==> src/hw/rtl/smda_pkg.sv <==
`timescale 1ns / 1ps
// ----------------------------------------------------------------------------
// smda_pkg: shared types and constants
// Fixed field widths, Q1.16 constants and the command/status bundles
// between the controller and the datapath.
// ----------------------------------------------------------------------------
package smda_pkg;

	localparam int unsigned QW      = 17;
	localparam int unsigned DELTA_W = 16;
	localparam int unsigned IDX_W   = 6;
	localparam int unsigned SUM_W   = 23;
	localparam int unsigned SLOPE_W = 15;
	localparam int unsigned STEP_W  = 5;

	localparam logic [QW-1:0]    ONE_Q16   = 17'h10000;
	localparam logic [SUM_W-1:0] SUM_MAX   = 23'h7FFFFF;
	localparam logic [STEP_W-1:0] DIV_LAST = STEP_W'(SUM_W - 1);

	typedef struct packed {
		logic capture;
		logic slope;
		logic mag;
		logic sq;
		logic update;
		logic div_start;
		logic div_step;
		logic load_out;
	} smda_cmd_t;

	typedef struct packed {
		logic last;
		logic empty;
	} smda_status_t;

	// Saturate a Q1.16 input at one.
	function automatic logic [QW-1:0] clamp_one(input logic [QW-1:0] v);
		return (v > ONE_Q16) ? ONE_Q16 : v;
	endfunction

endpackage

==> src/hw/rtl/smda_ctrl.sv <==
`timescale 1ns / 1ps
// ----------------------------------------------------------------------------
// smda_ctrl: sequencing controller
// Steps one item through the multiply, update and divide phases and owns
// the input stall and the output valid.
// ----------------------------------------------------------------------------
module smda_ctrl (
	input  logic                   clk,
	input  logic                   arst_n,
	input  logic                   in_valid,
	output logic                   in_stall,
	output logic                   out_valid,
	input  logic                   out_stall,
	input  smda_pkg::smda_status_t status,
	output smda_pkg::smda_cmd_t    cmd
);
	import smda_pkg::*;

	typedef enum logic [2:0] {
		ST_IDLE,
		ST_SLOPE,
		ST_MAG,
		ST_SQ,
		ST_UPDATE,
		ST_PREP,
		ST_DIV,
		ST_DONE
	} state_t;

	state_t            state_q;
	logic [STEP_W-1:0] step_q;
	logic              out_valid_q;
	logic              out_free;

	assign in_stall  = (state_q != ST_IDLE);
	assign out_valid = out_valid_q;
	assign out_free  = !out_valid_q || !out_stall;

	// Decode commands from the current state
	always_comb begin
		cmd           = '0;
		cmd.capture   = (state_q == ST_IDLE) && in_valid;
		cmd.slope     = (state_q == ST_SLOPE);
		cmd.mag       = (state_q == ST_MAG);
		cmd.sq        = (state_q == ST_SQ);
		cmd.update    = (state_q == ST_UPDATE);
		cmd.div_start = (state_q == ST_PREP) && status.last && !status.empty;
		cmd.div_step  = (state_q == ST_DIV);
		cmd.load_out  = (state_q == ST_DONE) && out_free;
	end

	// Advance the state, count divide steps, hold the output valid
	always_ff @(posedge clk or negedge arst_n) begin
		if (!arst_n) begin
			state_q     <= ST_IDLE;
			step_q      <= '0;
			out_valid_q <= 1'b0;
		end else begin
			// Raise valid as a result loads, drop it once transferred
			if (state_q == ST_DONE && out_free)
				out_valid_q <= 1'b1;
			else if (out_valid_q && !out_stall)
				out_valid_q <= 1'b0;
			case (state_q)
				ST_IDLE: begin
					if (in_valid)
						state_q <= ST_SLOPE;
				end
				ST_SLOPE:  state_q <= ST_MAG;
				ST_MAG:    state_q <= ST_SQ;
				ST_SQ:     state_q <= ST_UPDATE;
				ST_UPDATE: state_q <= ST_PREP;
				ST_PREP: begin
					step_q <= '0;
					if (status.last && !status.empty)
						state_q <= ST_DIV;
					else
						state_q <= ST_DONE;
				end
				ST_DIV: begin
					step_q <= step_q + 1'b1;
					if (step_q == DIV_LAST)
						state_q <= ST_DONE;
				end
				ST_DONE: begin
					if (out_free)
						state_q <= ST_IDLE;
				end
				default: state_q <= ST_IDLE;
			endcase
		end
	end

endmodule

==> src/hw/rtl/smda_datapath.sv <==
`timescale 1ns / 1ps
// ----------------------------------------------------------------------------
// smda_datapath: delta, error accumulation, arg-max and mean divider
// One multiplier per phase, a running sum and maximum, and a restoring
// divider that produces one quotient bit per cycle.
// ----------------------------------------------------------------------------
module smda_datapath #(
	parameter int unsigned MAX_NEURONS = 64,
	parameter int unsigned CW          = 7
) (
	input  logic                                   clk,
	input  logic                                   arst_n,
	input  logic [smda_pkg::QW-1:0]                neuron_output,
	input  logic [smda_pkg::QW-1:0]                expected_output,
	input  logic                                   last_of_vector,
	input  smda_pkg::smda_cmd_t                    cmd,
	output smda_pkg::smda_status_t                 status,
	output logic signed [smda_pkg::DELTA_W-1:0]    weight_delta,
	output logic [smda_pkg::QW-1:0]                mean_sq_error,
	output logic [smda_pkg::QW-1:0]                max_output,
	output logic [smda_pkg::IDX_W-1:0]             max_index,
	output logic                                   end_of_vector,
	output logic                                   overflow
);
	import smda_pkg::*;

	// Item registers
	logic [QW-1:0]      o_q;
	logic [QW-1:0]      err_q;
	logic               neg_q;
	logic               last_q;
	logic               drop_q;
	logic [SLOPE_W-1:0] slope_q;
	logic [SLOPE_W-1:0] mag_q;
	logic [QW-1:0]      sq_q;

	// Vector state
	logic [CW-1:0]    count_q;
	logic [SUM_W-1:0] sum_q;
	logic [QW-1:0]    best_q;
	logic [IDX_W-1:0] best_idx_q;

	// Divider
	logic [CW-1:0]    rem_q;
	logic [SUM_W-1:0] quo_q;

	// Output registers
	logic signed [DELTA_W-1:0] delta_q;
	logic [QW-1:0]             mean_q;
	logic [QW-1:0]             max_q;
	logic [IDX_W-1:0]          idx_q;
	logic                      end_q;
	logic                      ovf_q;

	logic [QW-1:0]        o_in;
	logic [QW-1:0]        e_in;
	logic [QW-1:0]        one_minus_o;
	logic [2*QW-1:0]      slope_prod;
	logic [QW+SLOPE_W-1:0] mag_prod;
	logic [2*QW-1:0]      sq_prod;
	logic [SUM_W:0]       sum_next;
	logic [CW+IDX_W-1:0]  count_ext;
	logic [CW:0]          rem_sh;
	logic [CW:0]          rem_diff;
	logic [DELTA_W-1:0]   mag_ext;

	assign o_in        = clamp_one(neuron_output);
	assign e_in        = clamp_one(expected_output);
	assign one_minus_o = ONE_Q16 - o_q;
	assign slope_prod  = o_q * one_minus_o;
	assign mag_prod    = err_q * slope_q;
	assign sq_prod     = err_q * err_q;
	assign sum_next    = {1'b0, sum_q} + (SUM_W + 1)'(sq_q);
	assign count_ext   = (CW + IDX_W)'(count_q);
	assign rem_sh      = {rem_q, quo_q[SUM_W-1]};
	assign rem_diff    = rem_sh - {1'b0, count_q};
	assign mag_ext     = DELTA_W'(mag_q);

	assign status.last  = last_q;
	assign status.empty = (count_q == '0);

	// Capture the item and run the multiply phases
	always_ff @(posedge clk) begin
		if (cmd.capture) begin
			o_q    <= o_in;
			neg_q  <= (e_in < o_in);
			err_q  <= (e_in < o_in) ? (o_in - e_in) : (e_in - o_in);
			last_q <= last_of_vector;
			drop_q <= (count_q >= CW'(MAX_NEURONS));
		end
		if (cmd.slope)
			slope_q <= slope_prod[16 +: SLOPE_W];
		if (cmd.mag)
			mag_q <= mag_prod[16 +: SLOPE_W];
		if (cmd.sq)
			sq_q <= sq_prod[16 +: QW];
	end

	// Accumulate the vector state; clear it when a vector closes
	always_ff @(posedge clk or negedge arst_n) begin
		if (!arst_n) begin
			count_q    <= '0;
			sum_q      <= '0;
			best_q     <= '0;
			best_idx_q <= '0;
		end else if (cmd.update && !drop_q) begin
			sum_q   <= sum_next[SUM_W] ? SUM_MAX : sum_next[SUM_W-1:0];
			count_q <= count_q + 1'b1;
			if (count_q == '0 || o_q > best_q) begin
				best_q     <= o_q;
				best_idx_q <= count_ext[IDX_W-1:0];
			end
		end else if (cmd.load_out && last_q) begin
			count_q    <= '0;
			sum_q      <= '0;
			best_q     <= '0;
			best_idx_q <= '0;
		end
	end

	// Restoring division of the sum by the count, one bit a cycle
	always_ff @(posedge clk) begin
		if (cmd.div_start) begin
			rem_q <= '0;
			quo_q <= sum_q;
		end else if (cmd.div_step) begin
			if (rem_sh >= {1'b0, count_q}) begin
				rem_q <= rem_diff[CW-1:0];
				quo_q <= {quo_q[SUM_W-2:0], 1'b1};
			end else begin
				rem_q <= rem_sh[CW-1:0];
				quo_q <= {quo_q[SUM_W-2:0], 1'b0};
			end
		end
	end

	// Load the result register
	always_ff @(posedge clk) begin
		if (cmd.load_out) begin
			if (drop_q)
				delta_q <= '0;
			else if (neg_q)
				delta_q <= -$signed(mag_ext);
			else
				delta_q <= $signed(mag_ext);
			if (last_q && count_q != '0) begin
				mean_q <= quo_q[QW-1:0];
				max_q  <= best_q;
				idx_q  <= best_idx_q;
			end else begin
				mean_q <= '0;
				max_q  <= '0;
				idx_q  <= '0;
			end
			end_q <= last_q;
			ovf_q <= drop_q;
		end
	end

	assign weight_delta  = delta_q;
	assign mean_sq_error = mean_q;
	assign max_output    = max_q;
	assign max_index     = idx_q;
	assign end_of_vector = end_q;
	assign overflow      = ovf_q;

endmodule

==> src/hw/rtl/sigmoid_output_delta_mse_argmax_unit.sv <==
`timescale 1ns / 1ps
// An accepted item steps through the slope, magnitude, square, update and prep
// states, and also through the bit-serial mean divider when it closes a non-empty vector.
// A new item is not taken until the current one loads its result; the next item is
// taken while a finished result still waits on the output register.
// Reset (arst_n low): controller idles, output valid drops, running sum,
// count and maximum clear to zero.
// ----------------------------------------------------------------------------
// sigmoid_output_delta_mse_argmax_unit: output-layer delta and summary
// Gives the sigmoid back-propagation delta per neuron and, at the end of a
// vector, the mean squared error and the arg-max of the outputs.
// ----------------------------------------------------------------------------
module sigmoid_output_delta_mse_argmax_unit #(
	parameter int unsigned MAX_NEURONS = 64
) (
	input  logic                                clk,
	input  logic                                arst_n,
	input  logic                                in_valid,
	output logic                                in_stall,
	input  logic [smda_pkg::QW-1:0]             neuron_output,
	input  logic [smda_pkg::QW-1:0]             expected_output,
	input  logic                                last_of_vector,
	output logic                                out_valid,
	input  logic                                out_stall,
	output logic signed [smda_pkg::DELTA_W-1:0] weight_delta,
	output logic [smda_pkg::QW-1:0]             mean_sq_error,
	output logic [smda_pkg::QW-1:0]             max_output,
	output logic [smda_pkg::IDX_W-1:0]          max_index,
	output logic                                end_of_vector,
	output logic                                overflow
);
	import smda_pkg::*;

	localparam int unsigned CW = $clog2(MAX_NEURONS + 1);

	smda_cmd_t    cmd;
	smda_status_t status;

	// Sequence the item phases
	smda_ctrl u_ctrl (
		.clk       (clk),
		.arst_n    (arst_n),
		.in_valid  (in_valid),
		.in_stall  (in_stall),
		.out_valid (out_valid),
		.out_stall (out_stall),
		.status    (status),
		.cmd       (cmd)
	);

	// Arithmetic and vector state
	smda_datapath #(
		.MAX_NEURONS (MAX_NEURONS),
		.CW          (CW)
	) u_datapath (
		.clk             (clk),
		.arst_n          (arst_n),
		.neuron_output   (neuron_output),
		.expected_output (expected_output),
		.last_of_vector  (last_of_vector),
		.cmd             (cmd),
		.status          (status),
		.weight_delta    (weight_delta),
		.mean_sq_error   (mean_sq_error),
		.max_output      (max_output),
		.max_index       (max_index),
		.end_of_vector   (end_of_vector),
		.overflow        (overflow)
	);

endmodule

==> config.mk <==
export PLATFORM = sky130hd
export DESIGN_NAME = sigmoid_output_delta_mse_argmax_unit
export DESIGN_NICKNAME = d
export VERILOG_FILES = /design/src/hw/rtl/smda_pkg.sv /design/src/hw/rtl/smda_ctrl.sv /design/src/hw/rtl/smda_datapath.sv /design/src/hw/rtl/sigmoid_output_delta_mse_argmax_unit.sv
export SDC_FILE = /design/constraint.sdc
export NUM_CORES = 2
export LEC_CHECK = 0
export BUFFER_PORTS_ARGS = -buffer_cell sky130_fd_sc_hd__buf_2
export CORE_MARGIN = 2
export CORE_UTILIZATION = 50
export DETAILED_ROUTE_END_ITERATION = 12
export PLACE_DENSITY = 0.66
export RECOVER_POWER = 100
export SETUP_SLACK_MARGIN = 0.4
export SLEW_MARGIN = 40
export SYNTH_ARGS = -nofsm -noshare
export SYNTH_HDL_FRONTEND = slang
export SYNTH_SLANG_ARGS = --single-unit
export TNS_END_PERCENT = 30
==> constraint.sdc <==
create_clock -name clk -period 14 [get_ports clk]
set_input_delay 0 -clock clk [delete_from_list [all_inputs] [get_ports clk]]
set_output_delay 0 -clock clk [all_outputs]
set_load 0.01 [all_outputs]
Word-level counts from Yosys, hierarchy flattened
Cells that the tools add are included.
{"block": "op_classes", "n_addsub": 8, "mul": 3, "n_lt_le_gt_ge": 6, "eq_ne": 12, "n_mux": 27, "n_bitwise": 1, "reduce_logical": 26}
{"op": "23-bit two-way mux", "count": 5}
{"op": "17-bit two-way mux", "count": 6}
{"op": "17-bit > comparator, second input constant", "count": 2}
{"op": "17-bit subtractor", "count": 2}
{"op": "17-bit by 17-bit multiplier with 33-bit output", "count": 1}
{"op": "17-bit by 15-bit multiplier with 31-bit output", "count": 1}
{"op": "17-bit by 17-bit multiplier with 31-bit output", "count": 1}
{"op": "23-bit by 17-bit adder with 24-bit output", "count": 1}
{"op": "3-bit one-hot mux with 8 select lines", "count": 1}
{"op": "7-bit two-way mux", "count": 3}
{"op": "6-bit two-way mux", "count": 3}
{"op": "17-bit > comparator", "count": 1}
{"op": "17-bit less-than comparator", "count": 1}
{"op": "17-bit subtractor, first input constant", "count": 1}
{"op": "15-bit negator with 16-bit output", "count": 1}
{"op": "15-bit two-way mux", "count": 1}
{"op": "3-bit == test, second input constant", "count": 4}
{"op": "5-bit one-hot mux with 2 select lines", "count": 1}
{"op": "1-bit logical AND", "count": 9}
{"op": "3-bit two-way mux", "count": 3}
{"op": "8-bit by 7-bit >= comparator with 1-bit output", "count": 1}
{"op": "2-bit nonzero test", "count": 4}
{"op": "7-bit by 1-bit adder with 7-bit output, second input constant", "count": 1}
{"op": "7-bit >= comparator, second input constant", "count": 1}
{"op": "other kinds (18)", "count": 28}
{"block": "word_totals", "reg_bits": 234, "output_inout_bits": 60, "wordCells": 107}

Depth between registers and ports, before layout
{"block": "logic_depth", "ltp_word": 6, "mapped_depth": 31, "mapped_depth_nobuf": 29}

Hierarchy
Synthesis repeated with hierarchy kept, for this count alone.
{"block": "hier_totals", "hier_cells": 3782, "hier_area_um2": 36456.2}
{"mod": "smda_datapath", "instances": 1, "cells_each": 3726, "area_per_inst_um2": 35925.7, "seq_area_each_um2": 6421.2}
{"mod": "smda_ctrl", "instances": 1, "cells_each": 56, "area_per_inst_um2": 530.5, "seq_area_each_um2": 225.2}

Worst setup path after synthesis
No wires, ideal clock.
{"block": "synth_timing", "path_kind": "reg2reg", "from": "register u_datapath.o_q[0]", "to": "register u_datapath.slope_q[13], data pin", "setup_ns": 0.262, "arrival_time_ns": 7.323, "path_slack_ns": 6.415, "stages_incl_launch_ff": 30, "n_path_buf": 2, "synth_period_minus_slack_ns": 7.585, "path_cell_list": "edfxtp_1 -> inv_1 -> clkbuf_1 -> ha_1 -> nor3b_1 -> nor3b_1 -> ha_1 -> clkbuf_1 -> nand2b_1 -> fa_1 -> inv_1 -> fa_1 -> inv_1 -> fa_1 -> inv_1 -> fa_1 -> fa_1 -> inv_1 -> fa_1 -> inv_1 -> ha_1 -> nand3_1 -> o221ai_1 -> a221oi_1 -> a21boi_0 -> a31o_2 -> a21bo_2 -> a211oi_1 -> o21bai_1 -> xor2_1"}
{"block": "synth_between", "elab_chain_cells": 2}
{"item": "start: declaration", "line": "smda_datapath.sv:28", "source": "logic [QW-1:0] o_q;"}
{"item": "start signal: assignment", "line": "smda_datapath.sv:85", "source": "o_q <= o_in;"}
{"item": "17-bit subtractor", "line": "smda_datapath.sv:69", "source": "assign one_minus_o = ONE_Q16 - o_q;"}
{"item": "17-bit by 17-bit multiplier with 31-bit output (*)", "line": "smda_datapath.sv:70", "source": "assign slope_prod = o_q * one_minus_o;"}
{"item": "via u_datapath.slope_prod[29]", "line": "smda_datapath.sv:58", "source": "logic [2*QW-1:0] slope_prod;"}
{"item": "end signal: assignment", "line": "smda_datapath.sv:92", "source": "slope_q <= slope_prod[16 +: SLOPE_W];"}
{"item": "end: declaration", "line": "smda_datapath.sv:33", "source": "logic [SLOPE_W-1:0] slope_q;"}
The timed path passes the listed nets; every way through them passes the cells marked *.
A chain may end at the register's enable or synchronous reset.

Worst setup path in the final report
Ends and elaborated chain as after synthesis.

==> results.yml <==
status:
  outcome: "complete, but fails checks"
  violations: "max-capacitance violations, max-slew violations"
yosys:
  syn_nets: 4827
  yosysTopAreaCell: "fa_1"
  ys_warn_count: 0
  synth_seq_area_share_pct: 18.17
  synthDistinctLibCells: 73
  syn-mean-instance-area_um2: 9.626
  ys_ff_latch: 234
  ys.flop_type: "edfxtp_1"
  syn_area_um2: 36580
  synth_area_leaders: "fa_1 (33%), edfxtp_1 (14%), ha_1 (13%), inv_1 (8.5%), dfrtp_1 (4.2%)"
  synth_most_common_cell: "inv_1"
  ys_async_sr_fraction_pct: 26.50
  synth_edf_count: 165
  syn_inst: 3800
  synth_top_area_share_pct: 33.11
  ys_top_cells_by_count: "inv_1 (825), fa_1 (605), ha_1 (383)"
floorplan:
  dieArea_um2: 75340
  core-area_um2: 72710
  start_util_pct: 50.31
  rows: 99
  die_w_um: 274.5
  die_y_um: 274.5
  ioPinCount: 99
cts:
  cts_made_buffers: 27
  cts_hold_buf: 22
  cts_resized: 0
  cts_setup_buffers: 0
  clock-root-buffer: "clkbuf_16"
  tritoncts: "done"
  clock_latency_ns: 0.60
  cts_htree_levels: 1
  cts.clk_slew.worst_paths_ns: 0.06
  cts_buffer_depth: 3
  cts_num_sinks: 234
finish:
  fill_cells: 6630
  drive_gt1_share_pct: 4.121
  fin_nets: 4864
  multi_input_area_um2: 26150
  regArea_um2: 6646
  areaGrowthSynthToFinish_pct: 6.680
  instances_no_fill: 4818
routing:
  drc: 0
  first_iter_violations: 1270
  ant_nets: 0
  dr.pass1.iters: 5
  via_per_inst: 5.265
  wl_per_cell_um: 17.40
  vias: 25370
  wirelength_mm: 83.81
global_route:
  grt_usage_pct: 23.10
  grt_max_degree: 63
  grt_pass1_wl_mm: 139.1
  antenna_found_initial: 0
  grt_pass1_vias: 26600
  grt_overflow: 0
sta:
  slew-limit-headroom_pct: -133.3
  rsz0062_at_grt: "no"
  finClkSkew_ns: 0.03194
  timing.setup.tns_ns: 0
  slew_violations: 273
  min_period_over_period_pct: 66.56
  holdWs_ns: 0.06450
  worstMarginPinSlew_ns: 3.500
  fin_ws_ns: 4.681
  finalHoldViolCount: 0
  period_minus_slack_ns: 9.319
  setup_viol: 0
  maxClockFrequency_ghz: 0.1073
critical_path:
  cp.required_ns: 14.34
  endpoint_kind: "flip-flop"
  crit_path_max_incr_delay_ns: 1.01
  cp_max_fo: 26
  crit_type: "reg -> reg"
  cp_slowest_cell: "clkbuf_1"
  cp.arrival_ns: 9.66
  cp-start-kind: "flip-flop"
placed_design:
  place_inst: 4743
  place_ws_ns: 5.582
  portBuffers: 98
  dp_hpwl_mm: 64.67
  gp_congestion: 0.8982
run:
  drv_cap: 7
min_path:
  min_path_type: "in -> reg"
[stage by stage]
stage | cell area, um^2 | util, %
floorplan | 36580 | -
global placement | 38000 | 52.27
detailed placement | 38040 | 52.32
CTS | 39210 | 53.92
global route | 39020 | 53.67
finish | 39020 | 53.67
[cells by family after synthesis]
family	synth area share, %
DFF	18.17
AOI/OAI and AO/OA	6.660
and+or+nand+nor	15.03
xor gates and xnor gates	2.418
muxes	1.238
buffers and inverters	10.27
adders and majority gates	46.21
[layout by cell type (no fill, tap or decap), types with 30 or more instances in the layout]
cell type	instances
xor2_1	41
nand3_1	31
buf_4	36
o21ai_0	67
buf_2	36
nor3_1	30
a21o_1	36
clkbuf_1	84
a21oi_1	89
and2_1	169
inv_1	825
fa_1	605
edfxtp_1	165
xnor2_1	59
nand2_1	353
nor2b_1	84
nand2b_1	156
and3_1	38
nor2_1	147
dfrtp_1	62
ha_1	383
[area by class of cell]
class | instances | area share (%)
clock buffers | 37 | 1.853
well taps | 959 | 3.075
flip-flops and latches | 234 | 17.03
multi-input cells | 2576 | 67.02
diodes | 1 | 0.006413
clock inverters | 13 | 0.5643
repair buffers | 171 | 2.498
inverters | 827 | 7.955
[final timing paths]
path,startpoint,end,slack (ns),cells after the start
min in group asynchronous,arst_n,u_datapath.best_q[9]$_DFFE_PN0P_,1.25,3
min reg2reg,u_datapath.rem_q[1]$_SDFFE_PP0P_,u_datapath.rem_q[1]$_SDFFE_PP0P_,0.50,2
max in group asynchronous,arst_n,u_datapath.sum_q[0]$_DFFE_PN0P_,10.75,3
max reg2reg,u_datapath.o_q[0]$_DFFE_PP_,u_datapath.slope_q[13]$_DFFE_PP_,4.68,28
min,expected_output[1],u_datapath.err_q[1]$_DFFE_PP_,0.06,4
max,u_datapath.o_q[0]$_DFFE_PP_,u_datapath.slope_q[13]$_DFFE_PP_,4.68,28
[worst max-delay path: cells and delay by family, from the launching register on]
family	cells	cell delay, ns
buffers and inverters	8	2.17
adders and majority gates	9	4.19
and+or+nand+nor	3	0.59
AOI/OAI and AO/OA	7	1.65
DFF	1	0.32
xor gates and xnor gates	1	0.14
[per-layer routing]
layer / share of wire (%) / GRT usage, % / vias up / routed length [um]
li1: - / - / 11880 / -
met1: 44 / 31.56 / 12820 / 36670
met2: 49 / 39.95 / 573 / 41390
met3: 4.8 / 2.207 / 94 / 4054
met4: 2.0 / 4.977 / 0 / 1696
met5: 0 / 0 / - / 0
[flip-flops by register name, summed over array words and instances, names as in the netlist, 17 cells and up]
signal                    count
u_datapath.err_q             17
u_datapath.mean_sq_error     17
u_datapath.sum_q             23
u_datapath.quo_q             23
u_datapath.sq_q              17
u_datapath.o_q               17
u_datapath.best_q            17
u_datapath.max_output        17
Power is not shown: default switching activity piles up to over one toggle a cycle in this logic, so the estimate is an artifact.
